**config.mk**
```make
export PLATFORM = sky130hd
export DESIGN_NAME = crcfc_dp
export DESIGN_NICKNAME = d
export VERILOG_FILES = /design/src/sv/crcfc_pkg.sv /design/src/sv/crcfc_dp.sv
export SDC_FILE = /design/constraint.sdc
export NUM_CORES = 1
export LEC_CHECK = 0
export BUFFER_PORTS_ARGS = -buffer_cell sky130_fd_sc_hd__buf_2
export CORE_UTILIZATION = 40
export DETAILED_ROUTE_END_ITERATION = 7
export GPL_TIMING_DRIVEN = 0
export SLEW_MARGIN = 5
export SYNTH_ARGS = -nofsm -noshare
export SYNTH_HDL_FRONTEND = slang
export SYNTH_SLANG_ARGS = --single-unit
export TNS_END_PERCENT = 100
```
**constraint.sdc**
```tcl
create_clock -name clk -period 3.3 [get_ports clk]
set_input_delay 0.66 -clock clk [delete_from_list [all_inputs] [get_ports clk]]
set_output_delay 0.66 -clock clk [all_outputs]
set_load 0.03 [all_outputs]
```
**src/sv/crcfc_pkg.sv**
```systemverilog
// shared types, constants and crc helper for the crc frame checker
package crcfc_pkg;

  localparam int MAX_PAYLOAD_DEF = 64;
  localparam int CNT_W           = 7;
  localparam logic [CNT_W-1:0] CNT_MAX  = 7'd127;
  localparam logic [CNT_W-1:0] OVERHEAD = 7'd8;
  localparam logic [CNT_W-1:0] HDR_LEN  = 7'd3;

  localparam logic [15:0] CRC_INIT = 16'hFFFF;
  localparam logic [15:0] CRC_POLY = 16'h1021;
  localparam logic [23:0] TAIL_WORD = 24'hBABBBC;
  localparam logic [7:0]  HDR_B0 = 8'hAA;
  localparam logic [7:0]  HDR_B1 = 8'hAB;
  localparam logic [7:0]  HDR_B2 = 8'hAC;

  typedef enum logic [2:0] {
    STS_OK       = 3'd0,
    STS_SHORT    = 3'd1,
    STS_BAD_HDR  = 3'd2,
    STS_BAD_TAIL = 3'd3,
    STS_BAD_CRC  = 3'd4,
    STS_LONG     = 3'd5
  } status_t;

  typedef enum logic [1:0] {
    S_RUN,
    S_CHECK,
    S_DRAIN,
    S_STAT
  } state_t;

  typedef struct packed {
    logic [7:0] in_byte;
    logic       in_last;
  } crcfc_in_t;

  typedef struct packed {
    logic [7:0] out_byte;
    logic       has_data;
    logic       out_last;
    status_t    status;
  } crcfc_out_t;

  // controller to datapath
  typedef struct packed {
    logic take;      // input transaction this cycle
    logic check;     // evaluate the frame and restart
    logic rd_first;  // read first stored payload byte
    logic rd_next;   // advance to next stored payload byte
    logic show_data; // result is a payload byte
  } crcfc_cmd_t;

  // datapath to controller
  typedef struct packed {
    logic good;       // frame passed every check
    logic drain_last; // current payload byte is the final one
  } crcfc_sts_t;

  function automatic logic [7:0] hdr_byte(input logic [1:0] idx);
    logic [7:0] b;
    unique case (idx)
      2'd0:    b = HDR_B0;
      2'd1:    b = HDR_B1;
      default: b = HDR_B2;
    endcase
    return b;
  endfunction

  // crc-16 ccitt, msb first, one byte
  function automatic logic [15:0] crc_feed(input logic [15:0] crc, input logic [7:0] b);
    logic [15:0] c;
    logic        fb;
    c = crc;
    for (int k = 0; k < 8; k++) begin
      fb = b[7-k] ^ c[15];
      c  = {c[14:0], 1'b0};
      if (fb) begin
        c = c ^ CRC_POLY;
      end
    end
    return c;
  endfunction

endpackage

```
**src/sv/crcfc_dp.sv**
```systemverilog
// frame checker datapath: window, crc, counters, payload store and result fields
module crcfc_dp
  import crcfc_pkg::*;
#(
  parameter int MAX_PAYLOAD = MAX_PAYLOAD_DEF
) (
  input  logic       clk,
  input  logic       rst_n,
  input  crcfc_in_t  in_data,
  input  crcfc_cmd_t cmd,
  output crcfc_sts_t sts,
  output crcfc_out_t out_data
);

  localparam int AW = (MAX_PAYLOAD > 1) ? $clog2(MAX_PAYLOAD) : 1;
  localparam logic [CNT_W-1:0] MAX_P = CNT_W'(MAX_PAYLOAD);

  logic [7:0]       mem [MAX_PAYLOAD];
  logic [CNT_W-1:0] cnt_r;
  logic [15:0]      crc_r;
  logic [39:0]      win_r;
  logic             hdr_good_r;
  status_t          status_r;
  logic [AW-1:0]    rd_idx_r;
  logic [AW-1:0]    last_idx_r;
  logic [7:0]       rdata_r;

  logic [CNT_W-1:0] pos;
  logic [CNT_W-1:0] pay_len;
  logic [7:0]       leaving;
  logic             wr_en;
  logic [AW-1:0]    rd_addr;
  status_t          verdict;

  assign leaving = win_r[39:32];
  assign pos     = cnt_r - OVERHEAD;
  assign pay_len = cnt_r - OVERHEAD;
  assign wr_en   = cmd.take && (cnt_r >= OVERHEAD) && (pos < MAX_P);
  assign rd_addr = cmd.rd_first ? '0 : rd_idx_r + AW'(1);

  // checks in priority order
  always_comb begin
    if (cnt_r <= OVERHEAD) begin
      verdict = STS_SHORT;
    end else if (pay_len > MAX_P) begin
      verdict = STS_LONG;
    end else if (!hdr_good_r) begin
      verdict = STS_BAD_HDR;
    end else if (win_r[23:0] != TAIL_WORD) begin
      verdict = STS_BAD_TAIL;
    end else if (win_r[39:32] != crc_r[7:0] || win_r[31:24] != crc_r[15:8]) begin
      verdict = STS_BAD_CRC;
    end else begin
      verdict = STS_OK;
    end
  end

  assign sts.good       = (verdict == STS_OK);
  assign sts.drain_last = (rd_idx_r == last_idx_r);

  // frame tracking
  always_ff @(posedge clk) begin
    if (!rst_n || cmd.check) begin
      cnt_r      <= '0;
      crc_r      <= CRC_INIT;
      win_r      <= '0;
      hdr_good_r <= 1'b1;
    end else if (cmd.take) begin
      if (cnt_r < HDR_LEN) begin
        if (in_data.in_byte != hdr_byte(cnt_r[1:0])) begin
          hdr_good_r <= 1'b0;
        end
      end else if (cnt_r >= OVERHEAD) begin
        crc_r <= crc_feed(crc_r, leaving);
      end
      win_r <= {win_r[31:0], in_data.in_byte};
      if (cnt_r < CNT_MAX) begin
        cnt_r <= cnt_r + 7'd1;
      end
    end
  end

  // verdict and drain bookkeeping
  always_ff @(posedge clk) begin
    if (cmd.check) begin
      status_r   <= verdict;
      last_idx_r <= AW'(pay_len - 7'd1);
    end
    if (cmd.rd_first) begin
      rd_idx_r <= '0;
    end else if (cmd.rd_next) begin
      rd_idx_r <= rd_idx_r + AW'(1);
    end
  end

  // payload store
  always_ff @(posedge clk) begin
    if (wr_en) begin
      mem[pos[AW-1:0]] <= leaving;
    end
    if (cmd.rd_first || cmd.rd_next) begin
      rdata_r <= mem[rd_addr];
    end
  end

  always_comb begin
    if (cmd.show_data) begin
      out_data.out_byte = rdata_r;
      out_data.has_data = 1'b1;
      out_data.out_last = sts.drain_last;
      out_data.status   = STS_OK;
    end else begin
      out_data.out_byte = '0;
      out_data.has_data = 1'b0;
      out_data.out_last = 1'b1;
      out_data.status   = status_r;
    end
  end

endmodule

```
**Word level (Yosys, flattened, before mapping)**

Memories as Yosys holds them, arrays and structs flattened. A register that Yosys moved wholly into a read port is not among the register bits.
Cells that the tools add are included.

- $add $sub $neg: 4
- Multiply operators: 0
- Divide/modulo/power cells: 0
- Order comparisons: 6
- Equal/unequal tests: 6
- Shifts and indexed selects: 0
- Muxes and demuxes: 49
- Bitwise operators: 17
- Reductions and logical operators: 11

Operators with widths:

| cell | count |
|---|---|
| $mux 16 | 28 |
| $mux 13 | 9 |
| $mux 8 | 3 |
| $ne 24x24->1 const B | 1 |
| $ne 8x8->1 | 3 |
| $not 3->3 | 8 |
| $mux 3 | 5 |
| $lt 7x7->1 const B | 2 |
| $xor 1x1->1 | 8 |
| $add 7x1->7 const B | 1 |
| $ge 7x4->1 const B | 1 |
| $gt 7x7->1 const B | 1 |
| $le 7x4->1 const B | 1 |
| $lt 7x2->1 const B | 1 |
| $sub 7x4->7 const B | 1 |
| $add 6x1->6 const B | 1 |
| $eq 6x6->1 | 1 |
| $mux 6 | 1 |
| $pmux 3 s2 | 1 |
| $reduce_and 3->1 | 2 |
| $sub 6x1->6 const B | 1 |
| $logic_not 3->1 | 1 |
| $logic_or 1x1->1 | 3 |
| $eq 2x1->1 const B | 1 |
| other kinds (6) | 8 |

- Register bits after elaboration: 79
- Bits in latches: 0
- RAM bits: 512
- Memory bits (read-only): 0
- Input port bits: 16
- Output and inout port bits: 15
- Logic and storage cells: 101
- Memories: 1

Memories:

| memory | words | width | rd ports | clocked after Yosys merged registers in | write ports | RTL line | source |
|---|---|---|---|---|---|---|---|
| mem | 64 | 8 | 1 | 1 | 1 | crcfc_dp.sv:18 | `logic [7:0] mem [MAX_PAYLOAD];` |

**Longest topological paths before layout**

Gate-level depths: netlist of run 1.

- Depth after elaboration: 44
- Gate-level depth with buffers: 12
- Depth with buffers taken out: 8

**Worst setup path before layout of run 1**

OpenSTA, ideal clock, no wires.

- Path kind: register to output
- Start: register rd_idx_r[0]
- End: output out_data[3] (netlist name)
- Arrival: 2541 ps
- Required time: 2640 ps
- Setup slack: 99 ps
- Stages on the path, launching flop included: 9
- Path buffers: 5
- Path through: dfxtp_1 -> buf_4 -> buf_4 -> buf_2 -> buf_2 -> buf_2 -> xor2_1 -> nor3_1 -> nand2b_1

RTL lines:

| item | RTL line | source |
|---|---|---|
| start: declaration | crcfc_dp.sv:24 | `logic [AW-1:0] rd_idx_r;` |
| start signal: assignment | crcfc_dp.sv:92 | `rd_idx_r <= rd_idx_r + AW'(1);` |
| end: declaration | crcfc_dp.sv:12 | `output crcfc_out_t out_data` |

**Worst setup path in the final report of run 1**

- Start: register rd_idx_r[1]
- End: register rdata_r[6], read port of mem (data pin)

- Word-level cells in the longest chain between the ends: 2

Ends and longest elaborated chain:

| item | RTL line | source |
|---|---|---|
| $add 6x1->6 | crcfc_dp.sv:39 | `assign rd_addr = cmd.rd_first ? '0 : rd_idx_r + AW'(1);` |
| $mux 6 | crcfc_dp.sv:39 |  |
| end: declaration | crcfc_dp.sv:26 | `logic [7:0] rdata_r;` |

Every way passes these cells.
A chain may end at the register's enable or synchronous reset.

==> results of run 1 <==
kinds of logic after synthesis:
family	synth area share (%)
flip-flops	70.9
AND/OR/NAND/NOR	7.49
AO/OA/AOI/OAI	8.41
multiplexers	7.98
buffers and inverters	2.41
XOR/XNOR	2.40
adder cells (fa/ha/maj)	0.462
routing by layer:
metal / wire (um) / track usage (%)
met1: 30100 / 32.3
met2: 32700 / 35.5
met3: 6840 / 4.43
met4: 2940 / 9.65
met5: 9 / 0
how the worst max path moves through the flow:
stage | start | end | slack [ps] | depth (start not counted)
after floorplan | rd_idx_r[0] | out_data[3] | 100 | 8
after global placement | win_r[34] | sts[1] | -940 | 6
after detailed placement | cmd[2] | rdata_r[5] | -600 | 8
after CTS | cnt_r[0] | mem[38][4] | -210 | 7
after global routing | cnt_r[0] | mem[29][6] | -60 | 7
final | rd_idx_r[1] | rdata_r[6] | 60 | 11
sequential cells by signal, summed over array words and instances, names as in the netlist:
name	flops
rdata_r	8
mem	512
cnt_r	7
last_idx_r	6
rd_idx_r	6
status_r	3
hdr_good_r	1
crc_r	16
win_r	40
Yosys cell counts (18+ instances only):
master / n / area (sq um)
a211oi_1: 28 / 210
a21oi_1: 54 / 270
buf_2: 35 / 175
clkbuf_1: 41 / 154
dfxtp_1: 70 / 1400
edfxtp_1: 529 / 15900
mux2i_1: 83 / 831
mux4_2: 42 / 946
nand2_1: 132 / 495
nand3_1: 43 / 215
nor2_1: 146 / 548
o211ai_1: 18 / 135
o21ai_0: 28 / 140
o221ai_1: 44 / 385
o22ai_1: 31 / 194
xnor2_1: 44 / 385
xor2_1: 19 / 166
area by class of cell:
type / count / area share (%)
flip-flops and latches: 599 / 61.2
multi-input cells: 917 / 24.8
clock buffers: 77 / 5.64
well taps: 782 / 3.46
plain buffers: 105 / 2.13
repair buffers: 45 / 1.33
clock inverters: 35 / 1.26
inverters: 13 / 0.186
worst reg2reg max path: cells and delay by family, from the launching register on:
family	cells	cell delay, ps
buffers and inverters	3	860
AOI/OAI and AO/OA	4	830
and+or+nand+nor	3	580
DFF	1	410
adders and majority gates	1	370
repair_timing:
item,in CTS,in global routing
buffers inserted,6,8
pin swaps,1,1
cloned,0,0
hold endpoints to repair,0,0
endpoints found under the setup margin,270,523
resized for setup,64,124
power groups by stage:
stage               Combinational, mW  Sequential, mW  Clock [mW]
CTS                              1.12            8.17        6.93
detailed placement               1.09            8.33           0
finish                           1.16            8.17        6.87
floorplan                       0.655            8.33           0
global placement                 1.08            8.34           0
global route                     1.20            8.17        7.19
through the flow:
| step | power, mW | hold WS, ps |
|---|---|---|
| detailed placement | 9.43 | 510 |
| floorplan | 8.98 | 474 |
| CTS | 16.2 | 265 |
| global placement | 9.42 | 500 |
| global route | 16.6 | 297 |
| finish | 16.2 | 297 |
==> run summary, run 1 <==
Outcome = finished with violations
Failing checks = capacitance limit, slew limit
Gr ovfl total = 0
Yosys warns = 0
Yosys cell types = 59
Row count = 90
GPL Wtd Cong = 0.981
CTS tree = yes
TNS Setup = 0 ps
Worst path most repeated cell = buf_4
Crit path kind = flip-flop to flip-flop
Worst R2R Path Depth = 11
R2r startpoint = rd_idx_r[1]
Final Core Density = 46.9%
Comb power frac = 7.2%
Async set-or-reset flop fraction in the synthesized netlist = 0%
Vias in the first global route = 14877
Synthesized area per cell = 14.9 sq um
Post-synth top flop = edfxtp_1
Sw Ratio = 22.7%
Vias per cell = 5.95
Peak VDD IR = 401 uV
DR pass1 iterations = 5
Clock Power Share = 42.4%
Die Height = 249 um
Reg2reg setup slack = 60 ps
CP max stage cell = dfxtp_1
Placed inst area = 0.0256 sq mm
Htree depth = 2
Switching power = 3.68 mW
Count of final hold-check violations = 0
CTS max path bufs = 3
Initial core utilization = 40.4%
Reg clk slew, reported paths = 60 ps
Worst path required time = 3720 ps
Crit path time final = 3240 ps
Largest net degree at the start of global routing = 45
Input/output buffers = 26
Drt drc = 0
Worst EP arrival = 3660 ps
Crit path max fanout = 10
HPWL after DPL = 47.8 mm
Placed Cells = 2451
Clock Skews = 16.2 ps
Total track usage = 23.1%
Initial antenna violation count = 3
Diode count = 0
Core Area = 0.0604 sq mm
Multi-input gate area = 0.00703 sq mm
Startpoint types = flip-flop
Fin cells = 2573
Syn nets = 1663
WHS Endpoint = win_r[4]
Total wire length = 72.6 mm
Worst slew pin tran = 1540 ps
Headroom to the max-slew limit = -2.64%
CP Cell Sequence = ha_2 > nand2b_1 > buf_2 > buf_4 > buf_4 > o22ai_1 > a21oi_1 > nor3_1 > nor4_2 > a211oi_1 > a41oi_2
Final worst path period share = 98.3%
Most common cell after layout, fill and taps aside = edfxtp_1
Netlist Area Pre-Place = 0.0244 sq mm
Vias = 15322
Leak = 9.28 nW
#FFs+latches synth = 599
I/O pin count = 31
Layout cells sized above 1 = 19.7%
Initial DRC count = 2017
CP endpoint kind = flip-flop
FILL cells = 5290
Die footprint = 0.0620 sq mm
Pint = 12.5 mW
Final WS setup = 55.9 ps
DRT antenna net count = 0
Reg area = 0.0173 sq mm
Max frequency = 308 MHz
WL per Instance = 28.2 um
Pwr/cell area = 572 mW/mm^2
CP max stage delay = 410 ps
Hold Startpoint = in_data[5]
EDFF count, synth = 529
Worst hold path depth = 3
Inserted Clock Buffers = 61
Chip width = 249 um
Setup violators final = 0
Area grow syn2layout = 16.0%
Worst-Skew Late Latency = 620 ps
Hold Crit Class = primary input to flip-flop
Clock Tree Root = clkbuf_16
Clk sinks = 599
Global-route wire length before repair = 103 mm
Cell family with most CP delay = buffers and inverters
Design Area, Final = 0.0283 sq mm
Register area share after synthesis = 70.9%
Synth Instances = 1638
Post-CTS Hold Fix Bufs = 0
Most frequent cells in the layout = edfxtp_1, nand2_1, mux2i_1
Max Cap Viol = 3
Final slew viol count = 20
Layout Nets = 1767
Critical path buffer and inverter count = 3
RR Endpoint = rdata_r[6]
Post-Place Setup Slack = -599 ps
Seq pwr share = 50.4%
No activity file was read; power rests on OpenSTA's default activity.
==> inputs of run 2 (changes only) <==
--- a/config.mk
+++ b/config.mk
@@ -9,6 +9,7 @@
 export CORE_UTILIZATION = 40
 export DETAILED_ROUTE_END_ITERATION = 7
 export GPL_TIMING_DRIVEN = 0
+export PLACE_DENSITY = 0.62
 export SLEW_MARGIN = 5
 export SYNTH_ARGS = -nofsm -noshare
 export SYNTH_HDL_FRONTEND = slang
==> run 2 against run 1 <==
The run now ends clean. Wire length is 0.59% lower. Clock power is 2.9% lower. First-iteration DRC count is 11% lower. Cell count hardly changed. Worst hold slack worse by 6.1 ps. Global-route usage is 0.32 points lower. Setup slack better by 3.5 ps. Largest cell class unchanged. Maximum frequency is 0.11% higher. Critical path depth is 2 lower. Register-to-register slack hardly changed. Clock skew is 16 ps higher. Cell area is 0.14% higher.
==> run summary, run 2 (synthesis gave the netlist of run 1 again) <==
Outcome = finished clean
RSZ-0062 raised after global routing = true
Worst hold slack = 291 ps
DR pass1 iterations = 6
Crit path time final = 3240 ps
Pwr/cell area = 565 mW/mm^2
Number of flip-flops in the largest register = 512
DRT antenna net count = 0
Critical path buffer and inverter count = 3
Cell family with most CP delay = compound AO/OA/AOI/OAI gates
Crit path kind = flip-flop to flip-flop
Drt drc = 0
Total wire length = 72.2 mm
CTS tree = yes
Clk sinks = 599
Vias per cell = 5.90
Final Core Density = 47.0%
Gr ovfl total = 0
WHS Endpoint = win_r[4]
Vias in the first global route = 14980
Htree depth = 2
Setup violators final = 0
Core Area = 0.0604 sq mm
RR Endpoint = rdata_r[2]
Total track usage = 22.8%
Max Cap Viol = 0
Hold Crit Class = primary input to flip-flop
Reg2reg setup slack = 60 ps
Global-route wire length before repair = 102 mm
Initial antenna violation count = 2
Worst R2R Path Depth = 9
Vias = 15195
Inserted Clock Buffers = 61
Die footprint = 0.0620 sq mm
Worst path required time = 3740 ps
Initial core utilization = 40.4%
Area grow syn2layout = 16.2%
HPWL after DPL = 48.0 mm
CP endpoint kind = flip-flop
GPL Wtd Cong = 0.956
Final worst path period share = 98.2%
Clock Tree Root = clkbuf_16
Max frequency = 309 MHz
Final slew viol count = 0
CP Cell Sequence = buf_2 > and3_1 > xor2_1 > and2_1 > buf_4 > buf_4 > a21oi_1 > a221oi_1 > o31a_1
Worst path most repeated cell = buf_4
Worst-Skew Late Latency = 640 ps
Worst slew pin tran = 1460 ps
Startpoint types = flip-flop
Most frequent cells in the layout = edfxtp_1, nand2_1, mux2i_1
FILL cells = 5231
Worst EP arrival = 3680 ps
Chip width = 249 um
Die Height = 249 um
Worst hold path depth = 3
Reg clk slew, reported paths = 60 ps
Input/output buffers = 26
Initial DRC count = 1792
CP max stage delay = 560 ps
R2r startpoint = rd_idx_r[2]
Clock Skews = 31.9 ps
Hold Startpoint = in_data[5]
Leak = 9.33 nW
Crit path max fanout = 10
Largest net degree at the start of global routing = 38
Final Power = 16.0 mW
Layout Nets = 1770
Reg area = 0.0173 sq mm
Diode count = 0
Row count = 90
WL per Instance = 28.0 um
Headroom to the max-slew limit = 2.45%
Peak VDD IR = 393 uV
CP max stage cell = a221oi_1
CTS max path bufs = 3
I/O pin count = 31
Most common cell after layout, fill and taps aside = edfxtp_1
Multi-input gate area = 0.00703 sq mm
Count of final hold-check violations = 0
Layout cells sized above 1 = 20.5%
-- run 2: cell types whose count changed in the layout (fill, tap and decap cells not counted), moves of 3 or more --
cell,delta
clkinv_2,+9
clkinv_1,-10
a211oi_1,-3
nor2_4,-3
buf_2,-4
a211oi_2,+3
bufinv_16,-4
o21ai_1,-4
nor2_2,+4
o21ai_0,+4
-- run 2: final cells by class --
| type | count | share of cell area, % |
|---|---|---|
| inverters | 13 | 0.172 |
| flip-flops and latches | 599 | 61.1 |
| plain buffers | 106 | 2.21 |
| well taps | 782 | 3.45 |
| clock inverters | 33 | 0.962 |
| multi-input cells | 917 | 24.8 |
| clock buffers | 78 | 5.75 |
| repair buffers | 47 | 1.57 |
-- run 2: what timing repair did --
action / in CTS / in global routing
hold buffers: 0 / 0
pin swaps: 3 / 2
setup endpoints to repair: 301 / 523
gates resized for setup: 94 / 98
setup buffers: 5 / 9
-- run 2: worst max-delay path by stage --
stage,start,endpoint,cells after the start
after floorplan,rd_idx_r[0],out_data[3],8
after global placement,win_r[34],sts[1],6
after detailed placement,cmd[2],rdata_r[2],8
after CTS,cnt_r[0],mem[9][7],7
after global routing,cnt_r[0],mem[59][1],7
final,rd_idx_r[2],rdata_r[2],9
-- run 2: tightest hold or removal path: cells and delay by family --
family / cells / cell delay (ps)
AND/OR/NAND/NOR: 1 / 80
multiplexers: 1 / 60
buffers and inverters: 1 / 80
-- run 2: power by group --
part | leakage [nW] | switching, mW | total [mW] | internal (mW)
combinational | 2.72 | 0.804 | 1.17 | 0.365
sequential | 5.67 | 0.0174 | 8.17 | 8.15
clock | 0.940 | 2.89 | 6.67 | 3.79
-- run 2: layer usage --
metal | part of all wire [%] | GRT usage, % | up-vias
met5 | 0.037 | 0 | -
li1 | - | - | 6601
met2 | 47 | 36.5 | 760
met3 | 9.9 | 5.83 | 146
met4 | 3.1 | 7.45 | 4
met1 | 40 | 30.4 | 7684
-- run 2: metrics by stage --
step | TNS [ps] | setup slack [ps] | area, sq um | cells
2_1_floorplan | 0 | 99.0 | 24400 | 1638
3_3_place_gp | -49660 | -1130 | 25500 | 2446
3_5_place_dp | -71660 | -605 | 25700 | 2453
4_1_cts | -15970 | -226 | 27900 | 2568
5_1_grt | -1920 | -111 | 28400 | 2575
6_report | 0 | 59.4 | 28400 | 2575
